## config.mk

```make
export PLATFORM = sky130hd
export DESIGN_NAME = text_terminal_screen_buffer
export DESIGN_NICKNAME = d
export VERILOG_FILES = /design/src/rtl/tts_pkg.sv /design/src/rtl/tts_ram.sv /design/src/rtl/tts_cursor.sv /design/src/rtl/text_terminal_screen_buffer.sv
export SDC_FILE = /design/constraint.sdc
export NUM_CORES = 1
export LEC_CHECK = 0
export BUFFER_PORTS_ARGS = -buffer_cell sky130_fd_sc_hd__buf_2
export CELL_PAD_IN_SITES_DETAIL_PLACEMENT = 2
export CELL_PAD_IN_SITES_GLOBAL_PLACEMENT = 2
export CORE_MARGIN = 3
export CORE_UTILIZATION = 50
export DETAILED_ROUTE_END_ITERATION = 8
export PLACE_DENSITY = 0.87
export SYNTH_ARGS = -nofsm -noshare
export SYNTH_HDL_FRONTEND = slang
export SYNTH_SLANG_ARGS = --single-unit
```

## constraint.sdc

```tcl
create_clock -name aclk -period 8 [get_ports aclk]
set_input_delay 0.4 -clock aclk [delete_from_list [all_inputs] [get_ports aclk]]
set_output_delay 0.4 -clock aclk [all_outputs]
set_load 0.005 [all_outputs]
```

## src/rtl/tts_pkg.sv

```systemverilog
package tts_pkg;

    // Screen geometry.
    localparam int ROWS   = 4;
    localparam int COLS   = 20;
    localparam int CELLS  = ROWS * COLS;
    localparam int ADDR_W = $clog2(CELLS);

    // Field widths of the words on the ports.
    localparam int OP_W   = 2;
    localparam int CHAR_W = 8;
    localparam int ROW_W  = 2;
    localparam int COL_W  = 5;

    // Special byte values.
    localparam logic [CHAR_W-1:0] NEWLINE_CODE = 8'd10;
    localparam logic [CHAR_W-1:0] SPACE_CODE   = 8'h20;

    // Operation codes carried by each input word.
    typedef enum logic [OP_W-1:0] {
        OP_PUT   = 2'd0,
        OP_CLEAR = 2'd1,
        OP_READ  = 2'd2
    } op_t;

    // Next cursor state and the cell-store actions for one word.
    typedef struct packed {
        logic [ROW_W-1:0] row;
        logic [COL_W-1:0] col;
        logic [ROW_W-1:0] top;
        logic             scrolled;
        logic             wr_en;
        logic [ROW_W-1:0] wr_row;
        logic             clr_all;
        logic             clr_row_en;
        logic [ROW_W-1:0] clr_row;
    } cur_upd_t;

    // Physical row of a screen row, given the row shown at the top.
    function automatic logic [ROW_W-1:0] wrap_row(input logic [ROW_W-1:0] base,
                                                 input logic [ROW_W-1:0] offs);
        logic [ROW_W:0] sum;
        sum = {1'b0, base} + {1'b0, offs};
        if (sum >= (ROW_W + 1)'(ROWS)) begin
            sum = sum - (ROW_W + 1)'(ROWS);
        end
        return sum[ROW_W-1:0];
    endfunction

    // Linear cell address of a physical row and a column.
    function automatic logic [ADDR_W-1:0] cell_addr(input logic [ROW_W-1:0] prow,
                                                   input logic [COL_W-1:0] col);
        return ADDR_W'(prow) * ADDR_W'(COLS) + ADDR_W'(col);
    endfunction

endpackage

```

## src/rtl/tts_ram.sv

```systemverilog
module tts_ram #(
    parameter int WIDTH = 8,
    parameter int DEPTH = 80
) (
    input  logic                     aclk,
    input  logic                     wr_en,
    input  logic [$clog2(DEPTH)-1:0] wr_addr,
    input  logic [WIDTH-1:0]         wr_data,
    input  logic                     rd_en,
    input  logic [$clog2(DEPTH)-1:0] rd_addr,
    output logic [WIDTH-1:0]         rd_data
);

    logic [WIDTH-1:0] mem_reg [DEPTH];
    logic [WIDTH-1:0] rd_data_reg;

    // One write port and one registered read port.
    always_ff @(posedge aclk) begin
        if (wr_en) begin
            mem_reg[wr_addr] <= wr_data;
        end
        if (rd_en) begin
            rd_data_reg <= mem_reg[rd_addr];
        end
    end

    assign rd_data = rd_data_reg;

endmodule

```

## src/rtl/tts_cursor.sv

```systemverilog
module tts_cursor
    import tts_pkg::*;
(
    input  op_t               op,
    input  logic [CHAR_W-1:0] char_code,
    input  logic [ROW_W-1:0]  row,
    input  logic [COL_W-1:0]  col,
    input  logic [ROW_W-1:0]  top,
    output cur_upd_t          upd
);

    logic need_next;

    // Cursor movement, wrap and scroll decision for one word.
    always_comb begin
        need_next      = 1'b0;
        upd.row        = row;
        upd.col        = col;
        upd.top        = top;
        upd.scrolled   = 1'b0;
        upd.wr_en      = 1'b0;
        upd.wr_row     = wrap_row(top, row);
        upd.clr_all    = 1'b0;
        upd.clr_row_en = 1'b0;
        upd.clr_row    = top;

        case (op)
            OP_PUT: begin
                if (char_code == NEWLINE_CODE) begin
                    need_next = 1'b1;
                end else begin
                    upd.wr_en = 1'b1;
                    if (32'(col) + 1 >= COLS) begin
                        need_next = 1'b1;
                    end else begin
                        upd.col = col + 1'b1;
                    end
                end
            end
            OP_CLEAR: begin
                upd.row     = '0;
                upd.col     = '0;
                upd.top     = '0;
                upd.clr_all = 1'b1;
            end
            default: begin
            end
        endcase

        // Step to the next row; past the bottom the oldest row is blanked
        // and becomes the new bottom row.
        if (need_next) begin
            upd.col = '0;
            if (32'(row) + 1 >= ROWS) begin
                upd.clr_row_en = 1'b1;
                upd.top        = wrap_row(top, ROW_W'(1));
                upd.row        = ROW_W'(ROWS - 1);
                upd.scrolled   = 1'b1;
            end else begin
                upd.row = row + 1'b1;
            end
        end
    end

endmodule

```

## src/rtl/text_terminal_screen_buffer.sv

```systemverilog
// Channel   Ports                                          Direction
// input     s_valid s_ready s_op s_char_code s_read_row    in
//           s_read_col
// result    m_valid m_ready m_read_char m_cursor_row       out
//           m_cursor_col m_scrolled
//
// A word goes from input to result through an input register, then one
// pass through the cursor logic and the cell memory's registered read port.
// One word is accepted every cycle while the result side keeps taking words.
// Reset clears the cursor, the top-row index and the per-cell valid bits at
// once, so the screen reads as all spaces with no clearing pass.
// A stalled result holds both stages; the input register still takes a word
// when it is empty.
module text_terminal_screen_buffer
    import tts_pkg::*;
(
    input  logic              aclk,
    input  logic              aresetn,
    input  logic              s_valid,
    output logic              s_ready,
    input  logic [OP_W-1:0]   s_op,
    input  logic [CHAR_W-1:0] s_char_code,
    input  logic [ROW_W-1:0]  s_read_row,
    input  logic [COL_W-1:0]  s_read_col,
    output logic              m_valid,
    input  logic              m_ready,
    output logic [CHAR_W-1:0] m_read_char,
    output logic [ROW_W-1:0]  m_cursor_row,
    output logic [COL_W-1:0]  m_cursor_col,
    output logic              m_scrolled
);

    // Input stage.
    logic              in_valid_reg;
    op_t               op_reg;
    logic [CHAR_W-1:0] char_reg;
    logic [ROW_W-1:0]  rrow_reg;
    logic [COL_W-1:0]  rcol_reg;

    // Screen state.
    logic [ROW_W-1:0]  cur_row_reg;
    logic [COL_W-1:0]  cur_col_reg;
    logic [ROW_W-1:0]  top_reg;
    logic [CELLS-1:0]  cell_valid_reg;
    logic [CELLS-1:0]  cell_valid_next;

    // Result stage.
    logic              out_valid_reg;
    logic [ROW_W-1:0]  out_row_reg;
    logic [COL_W-1:0]  out_col_reg;
    logic              out_scr_reg;
    logic              out_rd_reg;
    logic              out_cell_valid_reg;

    logic              advance;
    logic              fire;
    logic              rd_in_range;
    logic [ADDR_W-1:0] rd_addr;
    logic [ADDR_W-1:0] wr_addr;
    logic [CHAR_W-1:0] ram_q;
    cur_upd_t          upd;

    // Pipeline flow control.
    assign advance = !out_valid_reg || m_ready;
    assign fire    = in_valid_reg && advance;
    assign s_ready = !in_valid_reg || advance;

    always_ff @(posedge aclk) begin
        if (!aresetn) begin
            in_valid_reg <= 1'b0;
        end else if (s_ready) begin
            in_valid_reg <= s_valid;
        end
    end

    always_ff @(posedge aclk) begin
        if (s_valid && s_ready) begin
            op_reg   <= op_t'(s_op);
            char_reg <= s_char_code;
            rrow_reg <= s_read_row;
            rcol_reg <= s_read_col;
        end
    end

    // Cursor and scroll logic.
    tts_cursor u_cursor (
        .op        (op_reg),
        .char_code (char_reg),
        .row       (cur_row_reg),
        .col       (cur_col_reg),
        .top       (top_reg),
        .upd       (upd)
    );

    // Cell addresses for the write and the read.
    assign wr_addr     = cell_addr(upd.wr_row, cur_col_reg);
    assign rd_in_range = (op_reg == OP_READ) && (32'(rrow_reg) < ROWS)
                         && (32'(rcol_reg) < COLS);
    assign rd_addr     = rd_in_range ? cell_addr(wrap_row(top_reg, rrow_reg), rcol_reg)
                                     : '0;

    tts_ram #(
        .WIDTH (CHAR_W),
        .DEPTH (CELLS)
    ) u_ram (
        .aclk    (aclk),
        .wr_en   (fire && upd.wr_en),
        .wr_addr (wr_addr),
        .wr_data (char_reg),
        .rd_en   (fire && rd_in_range),
        .rd_addr (rd_addr),
        .rd_data (ram_q)
    );

    // Valid bits: a cell that is not valid reads as a space.
    always_comb begin
        cell_valid_next = cell_valid_reg;
        if (upd.clr_all) begin
            cell_valid_next = '0;
        end
        if (upd.clr_row_en) begin
            for (int r = 0; r < ROWS; r++) begin
                for (int c = 0; c < COLS; c++) begin
                    if (upd.clr_row == ROW_W'(r)) begin
                        cell_valid_next[r * COLS + c] = 1'b0;
                    end
                end
            end
        end
        if (upd.wr_en) begin
            cell_valid_next[wr_addr] = 1'b1;
        end
    end

    // Screen state update.
    always_ff @(posedge aclk) begin
        if (!aresetn) begin
            cur_row_reg    <= '0;
            cur_col_reg    <= '0;
            top_reg        <= '0;
            cell_valid_reg <= '0;
        end else if (fire) begin
            cur_row_reg    <= upd.row;
            cur_col_reg    <= upd.col;
            top_reg        <= upd.top;
            cell_valid_reg <= cell_valid_next;
        end
    end

    // Result register.
    always_ff @(posedge aclk) begin
        if (!aresetn) begin
            out_valid_reg <= 1'b0;
        end else if (advance) begin
            out_valid_reg <= in_valid_reg;
        end
    end

    always_ff @(posedge aclk) begin
        if (fire) begin
            out_row_reg        <= upd.row;
            out_col_reg        <= upd.col;
            out_scr_reg        <= upd.scrolled;
            out_rd_reg         <= rd_in_range;
            out_cell_valid_reg <= cell_valid_reg[rd_addr];
        end
    end

    assign m_valid      = out_valid_reg;
    assign m_cursor_row = out_row_reg;
    assign m_cursor_col = out_col_reg;
    assign m_scrolled   = out_scr_reg;
    assign m_read_char  = !out_rd_reg         ? '0 :
                          out_cell_valid_reg  ? ram_q : SPACE_CODE;

endmodule

```

# Word level (Yosys, flattened, before mapping)
# Memory sizes are Yosys's and may differ from the RTL's. A register that Yosys moved wholly into a read port is not among the register bits.
# Index checks and enable logic that the tools add are counted.
# totals
latchBits	0
mem_count	1
word_cells	169
ff_bits	118
inputBits	21
mem_bits_ro	0
ram_bits	640
# op_classes
eq_ne	6
reduce_logical	12
n_bitwise	1
add_sub_neg	12
shift	0
div_mod_pow	0
multipliers	2
n_mux	111
magnitude_cmp	9
# memory_table
memory	words	word_bits	read_ports	rd_clocked_by_memory_dff	write_ports	line_no	text
u_ram.mem_reg	80	8	1	1	1	tts_ram.sv:14	logic [WIDTH-1:0] mem_reg [DEPTH];
# ops
operator	count
2-to-1 mux 80 bit	3
2-to-1 mux 1 bit	92
bitwise OR 80 bit	1
greater-or-equal comparator 32 x 3 -> 1 bit, second input constant	1
greater-or-equal comparator 32 x 5 -> 1 bit, second input constant	1
less-than comparator 7 x 8 -> 1 bit, second input constant	2
2-to-1 mux 8 bit	2
adder 7 x 5 -> 7 bit	2
2-to-1 mux 2 bit	6
multiplier 2 x 3 -> 5 bit, second input constant	2
2-to-1 mux 10 bit	1
2-to-1 mux 5 bit	2
one-hot mux 5 bit (2 select lines)	1
greater-or-equal comparator 3 bit, second input constant	3
== test 8 x 4 -> 1 bit, second input constant	1
binary-select mux 1 bit (select 7 bit)	1
demux 1 bit (select 7 bit)	1
greater-or-equal comparator 7 x 1 -> 1 bit, second input constant	1
2-to-1 mux 7 bit	1
adder 2 x 1 -> 3 bit, second input constant	2
adder 2 x 2 -> 3 bit	2
adder 5 x 1 -> 6 bit, second input constant	1
== test 2 bit, second input constant	3
logical AND 1 bit	6
other kinds (9)	15

# Depth between registers and ports, before layout
# depth
word_depth	11
depth_mapped	12
mapped_depth_nobuf	12

# Hierarchy
# A second synthesis with hierarchy kept.
# unflattened
cells_unflattened	1727
area_unflattened_um2	31047.3
# by_module_without_submodules
module	n_inst	seq_area_each_um2	cells_per_inst	area_per_inst_um2
tts_ram	1	19458.7	1112	24982.7
text_terminal_screen_buffer	1	2632.5	550	5581.6
tts_cursor	1	0.0	65	483.0

# Worst setup path after synthesis
# Ideal clock, no wire load.
# synth_timing
path_type	reg-to-reg
startpoint	register cur_row_reg[0]
endpoint	memory u_ram.mem_reg[48][0], enable pin
path_buffers	0
t_required_ns	7.630
setup_slack_ns	4.750
arrival_time_ns	2.880
setup_ns	0.370
stages_incl_launch_ff	11
cell_sequence	dfxtp_1 > ha_1 > xnor2_1 > xnor2_1 > inv_1 > ha_1 > a21o_1 > a21oi_1 > mux2_2 > nand3_1 > nor2_1
# synth_via
elab_chain_cells	5
# synth_rtl
element	line_no	text
from (decl)	text_terminal_screen_buffer.sv:41	logic [ROW_W-1:0] cur_row_reg;
from (signal assigned)	text_terminal_screen_buffer.sv:143	cur_row_reg <= upd.row;
adder 2 x 2 -> 3 bit (*)	tts_pkg.sv:43	sum = {1'b0, base} + {1'b0, offs};
greater-or-equal comparator 3 bit or subtractor 2 x 1 -> 2 bit (tied branches)	tts_pkg.sv:44, tts_pkg.sv:45	
2-to-1 mux 2 bit (*)	tts_pkg.sv:44	if (sum >= (ROW_W + 1)'(ROWS)) begin
multiplier 2 x 3 -> 5 bit (*)	tts_pkg.sv:53	return ADDR_W'(prow) * ADDR_W'(COLS) + ADDR_W'(col);
adder 7 x 5 -> 7 bit (*)	tts_pkg.sv:53	
to (decl)	tts_ram.sv:14	
# Mark *: on every way between the ends. The rest lies on a longest branch, timed or not.

# Worst setup path after layout
# layout_timing
startpoint	register top_reg[0]
endpoint	register u_ram.rd_data_reg[2] (netlist: u_ram.rd_data[2]), read port of u_ram.mem_reg (data pin)
# layout_via
elab_chain_cells	6
# layout_rtl
element	line_no	text
from (decl)	text_terminal_screen_buffer.sv:43	logic [ROW_W-1:0] top_reg;
from (signal assigned)	text_terminal_screen_buffer.sv:145	top_reg <= upd.top;
adder 2 x 2 -> 3 bit (*)	tts_pkg.sv:43	
greater-or-equal comparator 3 bit or subtractor 2 x 1 -> 2 bit (tied branches)	tts_pkg.sv:44, tts_pkg.sv:45	
2-to-1 mux 2 bit (*)	tts_pkg.sv:44	
multiplier 2 x 3 -> 5 bit (*)	tts_pkg.sv:53	
adder 7 x 5 -> 7 bit (*)	tts_pkg.sv:53	
2-to-1 mux 7 bit (*)	text_terminal_screen_buffer.sv:99	assign rd_addr = rd_in_range ? cell_addr(wrap_row(top_reg, rrow_reg), rcol_reg)
to (decl)	tts_ram.sv:15	logic [WIDTH-1:0] rd_data_reg;
# Marked as above.
# A chain may end at the register's enable or synchronous reset.

==> results.md <==
Clocking:
- The clock root buffer is sky130_fd_sc_hd__clkbuf_16.
- For the worst-skew pair, the clock arrives at the later sink with an insertion delay of 670 ps.
- Clock-pin slew was measured on the worst setup and hold paths at 70 ps.
- The H-tree generated during clock tree synthesis spans 3 levels.
- The clock net in this run drives a total of 766 sinks.
- TritonCTS built the clock tree.
- The clock passes through at most 3 buffers.
- The post-CTS setup repair buffer count is 0.
- The clock buffer count from CTS is between 80 and 90.

Floorplan:
- The die area is 65690 um2.
- Once the floorplan was initialized, standard cells occupied 50.66% of the core.
- The number of top-level design ports is 39.
- The x dimension of the die is around 260 um.
- The floorplan has 91 rows.
- From bottom edge to top edge, the die measures ~260 um.
- The area of the core region is 61830 um2.

Synth:
- The count of unique library cells instantiated by Yosys is 82.
- After synthesis the netlist holds a flip-flop and latch count of about 770.
- The number of nets in the synthesized netlist is 2148.
- The sequential area share after synthesis is 70.53%.
- The number of warnings reported in the yosys synthesis log is 0.
- In this run, synthesis inferred 675 flip-flops with an integrated enable.
- The commonest register cell after synthesis is sky130_fd_sc_hd__edfxtp_1.
- Counting every instance in the synthesized netlist gives 2111.
- The mapped netlist covers 31320 um2.
- A synthesized cell averages 14.84 um2.
- Of all flip-flops after synthesis, the portion carrying an async set or reset was 0%.

Detailed routing:
- Once detail routing completed, the nets flagged for antenna violations numbered 0.
- The per-cell routed wire length is approximately 46 um.
- The number of DRC violations after detailed-routing iteration 0 is 4038.
- Across all layers, the routed design uses 23.19k vias.
- The aggregate routed wire length is 139.9 mm.
- The number of design rule violations left after detail routing is 0.
- The length of the first detailed-routing pass in iterations is 6.
- The per-cell via count in the routed design is 7.574.

Worst hold path:
- The worst hold path belongs to the class input port to register.
- The worst hold path cell count is 3.

Timing:
- The routed design could run at a clock period as short as 5634 ps.
- The worst path uses between 70 and 80% of the clock period.
- The total count of max-transition violations in the final report is 0.
- The slack of the critical path is 2366 ps.
- Setup violations remaining at the end of the flow were counted as 0.
- The number of hold violations in the final report is 0.
- The maximum clock rate is 0.1775 GHz.
- The slew of the pin with the lowest slew margin is 1450 ps.
- The final-layout setup total negative slack is 0 ps.
- Setup repair after global routing left no endpoint under its margin.
- In this run the tightest slew margin relative to its limit is 3.351%.
- Across the routed clock network, the largest skew measured is between 40 and 50 ps.

Final layout:
- The library cells used most frequently in the layout, excluding fill and tap cells, are 675 x sky130_fd_sc_hd__edfxtp_1, 181 x sky130_fd_sc_hd__nor2_1, 148 x sky130_fd_sc_hd__mux2i_1, 110 x sky130_fd_sc_hd__nand2_1, 91 x sky130_fd_sc_hd__dfxtp_1.
- Of the cells placed in the final design, the portion with a size suffix greater than 1 is a little over an eighth.
- Once layout is complete, the utilization of the core stands at 56.86%.
- For this run, the post-layout net count is 2190.
- Relative to the synthesized area, the layout overhead comes to 12.23%.
- The commonest non-fill, non-tap cell in the layout is sky130_fd_sc_hd__edfxtp_1.
- The count of fill cells added during filler insertion is 5322.
- The finished layout holds 3062 standard cells, fillers aside.
- The flip-flop count of the largest register after layout is 640.

Critical path:
- The worst setup path is launched from a register.
- The cell at the slowest stage of the critical path is sky130_fd_sc_hd__a2111oi_1.
- The kind of critical path is register to register.
- The length in cells of the worst reg-to-reg path is 10.
- The number of buffer and inverter stages on the critical path is 1.
- At the worst endpoint, the required time is around 8400 ps.
- In this design, the stage delay of the slowest critical-path cell is 1140 ps.
- Walking the worst path, the cells encountered are ha_1, ha_4, buf_4, and3b_1, nand2_2, a2111oi_1, nor3_1, a21oi_1, a311oi_1, o32a_1.
- Broken down by cell family, the worst path's largest delay share belongs to compound AO/OA/AOI/OAI gates.
- STA puts the critical path data arrival time at 6010 ps.
- STA classifies the critical path endpoint as a register.
- In this run the number of cells on the critical path is 10.
- The maximum fanout along the worst path is between 40 and 50.

Placed design:
- Routability-driven placement finished with a final weighted congestion of 0.8843.
- The number of cells in the design after placement is approximately 2.9k.
- The post-detailed-placement half-perimeter wirelength is 72.95 mm.
- The post-placement worst setup slack is 3022 ps.
- The count of buffers added on input and output ports is 38.

GRT:
- Entering global routing, the biggest net connects around 120 pins.
- In the global route stage, overall resource usage came out at 42.46%.
- Global routing finished with a remaining overflow of 0.
- The via count of the first global-routing pass is 24.00k.
- The first-pass GRT wire length is 197.6 mm.
- The initial antenna violation count is 14.

Power and ir drop:
- The peak ir drop on the vdd network is 185.1 uV.
- The analysis attributes to cell leakage a power of approximately 12 nW.
- The power density over the cells is 257.2 nW/um2.

Run:
- The tool flagged a number of max-cap violations equal to 0.

Status:
- The flow ran to the end, and the final reports show no timing, DRC or antenna violations.
## final timing paths
path / endpoint / slack, ps / from
worst max-delay path: u_ram.rd_data[2] / 2370 / top_reg[0]
worst min register to register: cell_valid_reg[35] / 490 / cell_valid_reg[35]
worst min-delay path: in_valid_reg / 8 / s_valid
worst max register to register: u_ram.rd_data[2] / 2370 / top_reg[0]
## what timing repair did
item,CTS,global route
hold buffers,15,0
resized for setup,0,0
endpoints found under the hold margin,15,0
## area by class of cell
| class | count | area, um2 | share of cell area, % |
|---|---|---|---|
| well taps | 837 | 1047 | 2.979 |
| clock inverters | 50 | 465.4 | 1.324 |
| inverters | 27 | 101.3 | 0.2883 |
| clock buffers | 98 | 2186 | 6.218 |
| flip-flops and latches | 766 | 22090 | 62.84 |
| multi-input cells | 1183 | 8587 | 24.43 |
| diodes | 7 | 17.52 | 0.04983 |
| repair buffers | 94 | 660.6 | 1.879 |
## power by group
group	switching (mW)	leakage, nW	total [mW]	internal (mW)
Sequential	0.0164	6.82	4.37	4.36
Combinational	0.442	3.78	0.586	0.144
Clock	1.84	1.31	4.08	2.24
Total	2.30	11.9	9.04	6.74
## cell families after synthesis
family | after synthesis | synth area share (%)
and+or+nand+nor | 449 | 6.763
DFF | 766 | 70.53
xor gates and xnor gates | 6 | 0.2157
muxes | 219 | 8.073
AOI/OAI and AO/OA | 493 | 11.48
adders and majority gates | 16 | 0.6870
buffers and inverters | 162 | 2.253
## worst reg2reg max path, delay by kind of cell, from the launching register on
family	cells	cell delay, ps
compound gates	4	1890
fa+ha+maj	2	690
buf+inv	1	500
flops	1	490
simple gates	3	1780
## synth_stat cells, types with 14 or more instances
cell type / instances / area [um2]
sky130_fd_sc_hd__a211o_1: 14 / 122.6
sky130_fd_sc_hd__a211oi_1: 44 / 330.3
sky130_fd_sc_hd__a21oi_1: 71 / 355.3
sky130_fd_sc_hd__a221oi_1: 33 / 289.0
sky130_fd_sc_hd__a22o_1: 72 / 630.6
sky130_fd_sc_hd__a31oi_1: 24 / 150.1
sky130_fd_sc_hd__a32o_1: 14 / 140.1
sky130_fd_sc_hd__and3_1: 29 / 181.4
sky130_fd_sc_hd__buf_2: 45 / 225.2
sky130_fd_sc_hd__clkbuf_1: 75 / 281.5
sky130_fd_sc_hd__dfxtp_1: 91 / 1822
sky130_fd_sc_hd__edfxtp_1: 675 / 20270
sky130_fd_sc_hd__ha_1: 14 / 175.2
sky130_fd_sc_hd__inv_1: 24 / 90.09
sky130_fd_sc_hd__mux2_2: 44 / 495.5
sky130_fd_sc_hd__mux2i_1: 148 / 1481
sky130_fd_sc_hd__mux4_2: 22 / 495.5
sky130_fd_sc_hd__nand2_1: 111 / 416.7
sky130_fd_sc_hd__nand3_1: 33 / 165.2
sky130_fd_sc_hd__nor2_1: 182 / 683.2
sky130_fd_sc_hd__nor3_1: 19 / 95.09
sky130_fd_sc_hd__o21ai_0: 71 / 355.3
sky130_fd_sc_hd__o221ai_1: 23 / 201.4
sky130_fd_sc_hd__o22ai_1: 28 / 175.2
## metal layers
metal | wire (um) | global-route usage (%) | up-vias
li1 | - | - | 8434
met1 | 48180 | 51.31 | 11820
met2 | 63390 | 65.49 | 2215
met3 | 16580 | 13.48 | 718
met4 | 11640 | 28.65 | 8
met5 | 65 | 0 | -
## through the flow
stage	total power, mW	hold WS, ps	cell area [um2]
2_1_floorplan	4.748	424.3	31320
3_3_place_gp	4.928	440.0	32330
3_5_place_dp	4.972	457.7	32330
4_1_cts	8.876	6.597	35130
5_1_grt	9.173	21.15	35140
6_report	9.044	8.362	35160
No activity file was read; power rests on OpenSTA's default activity.
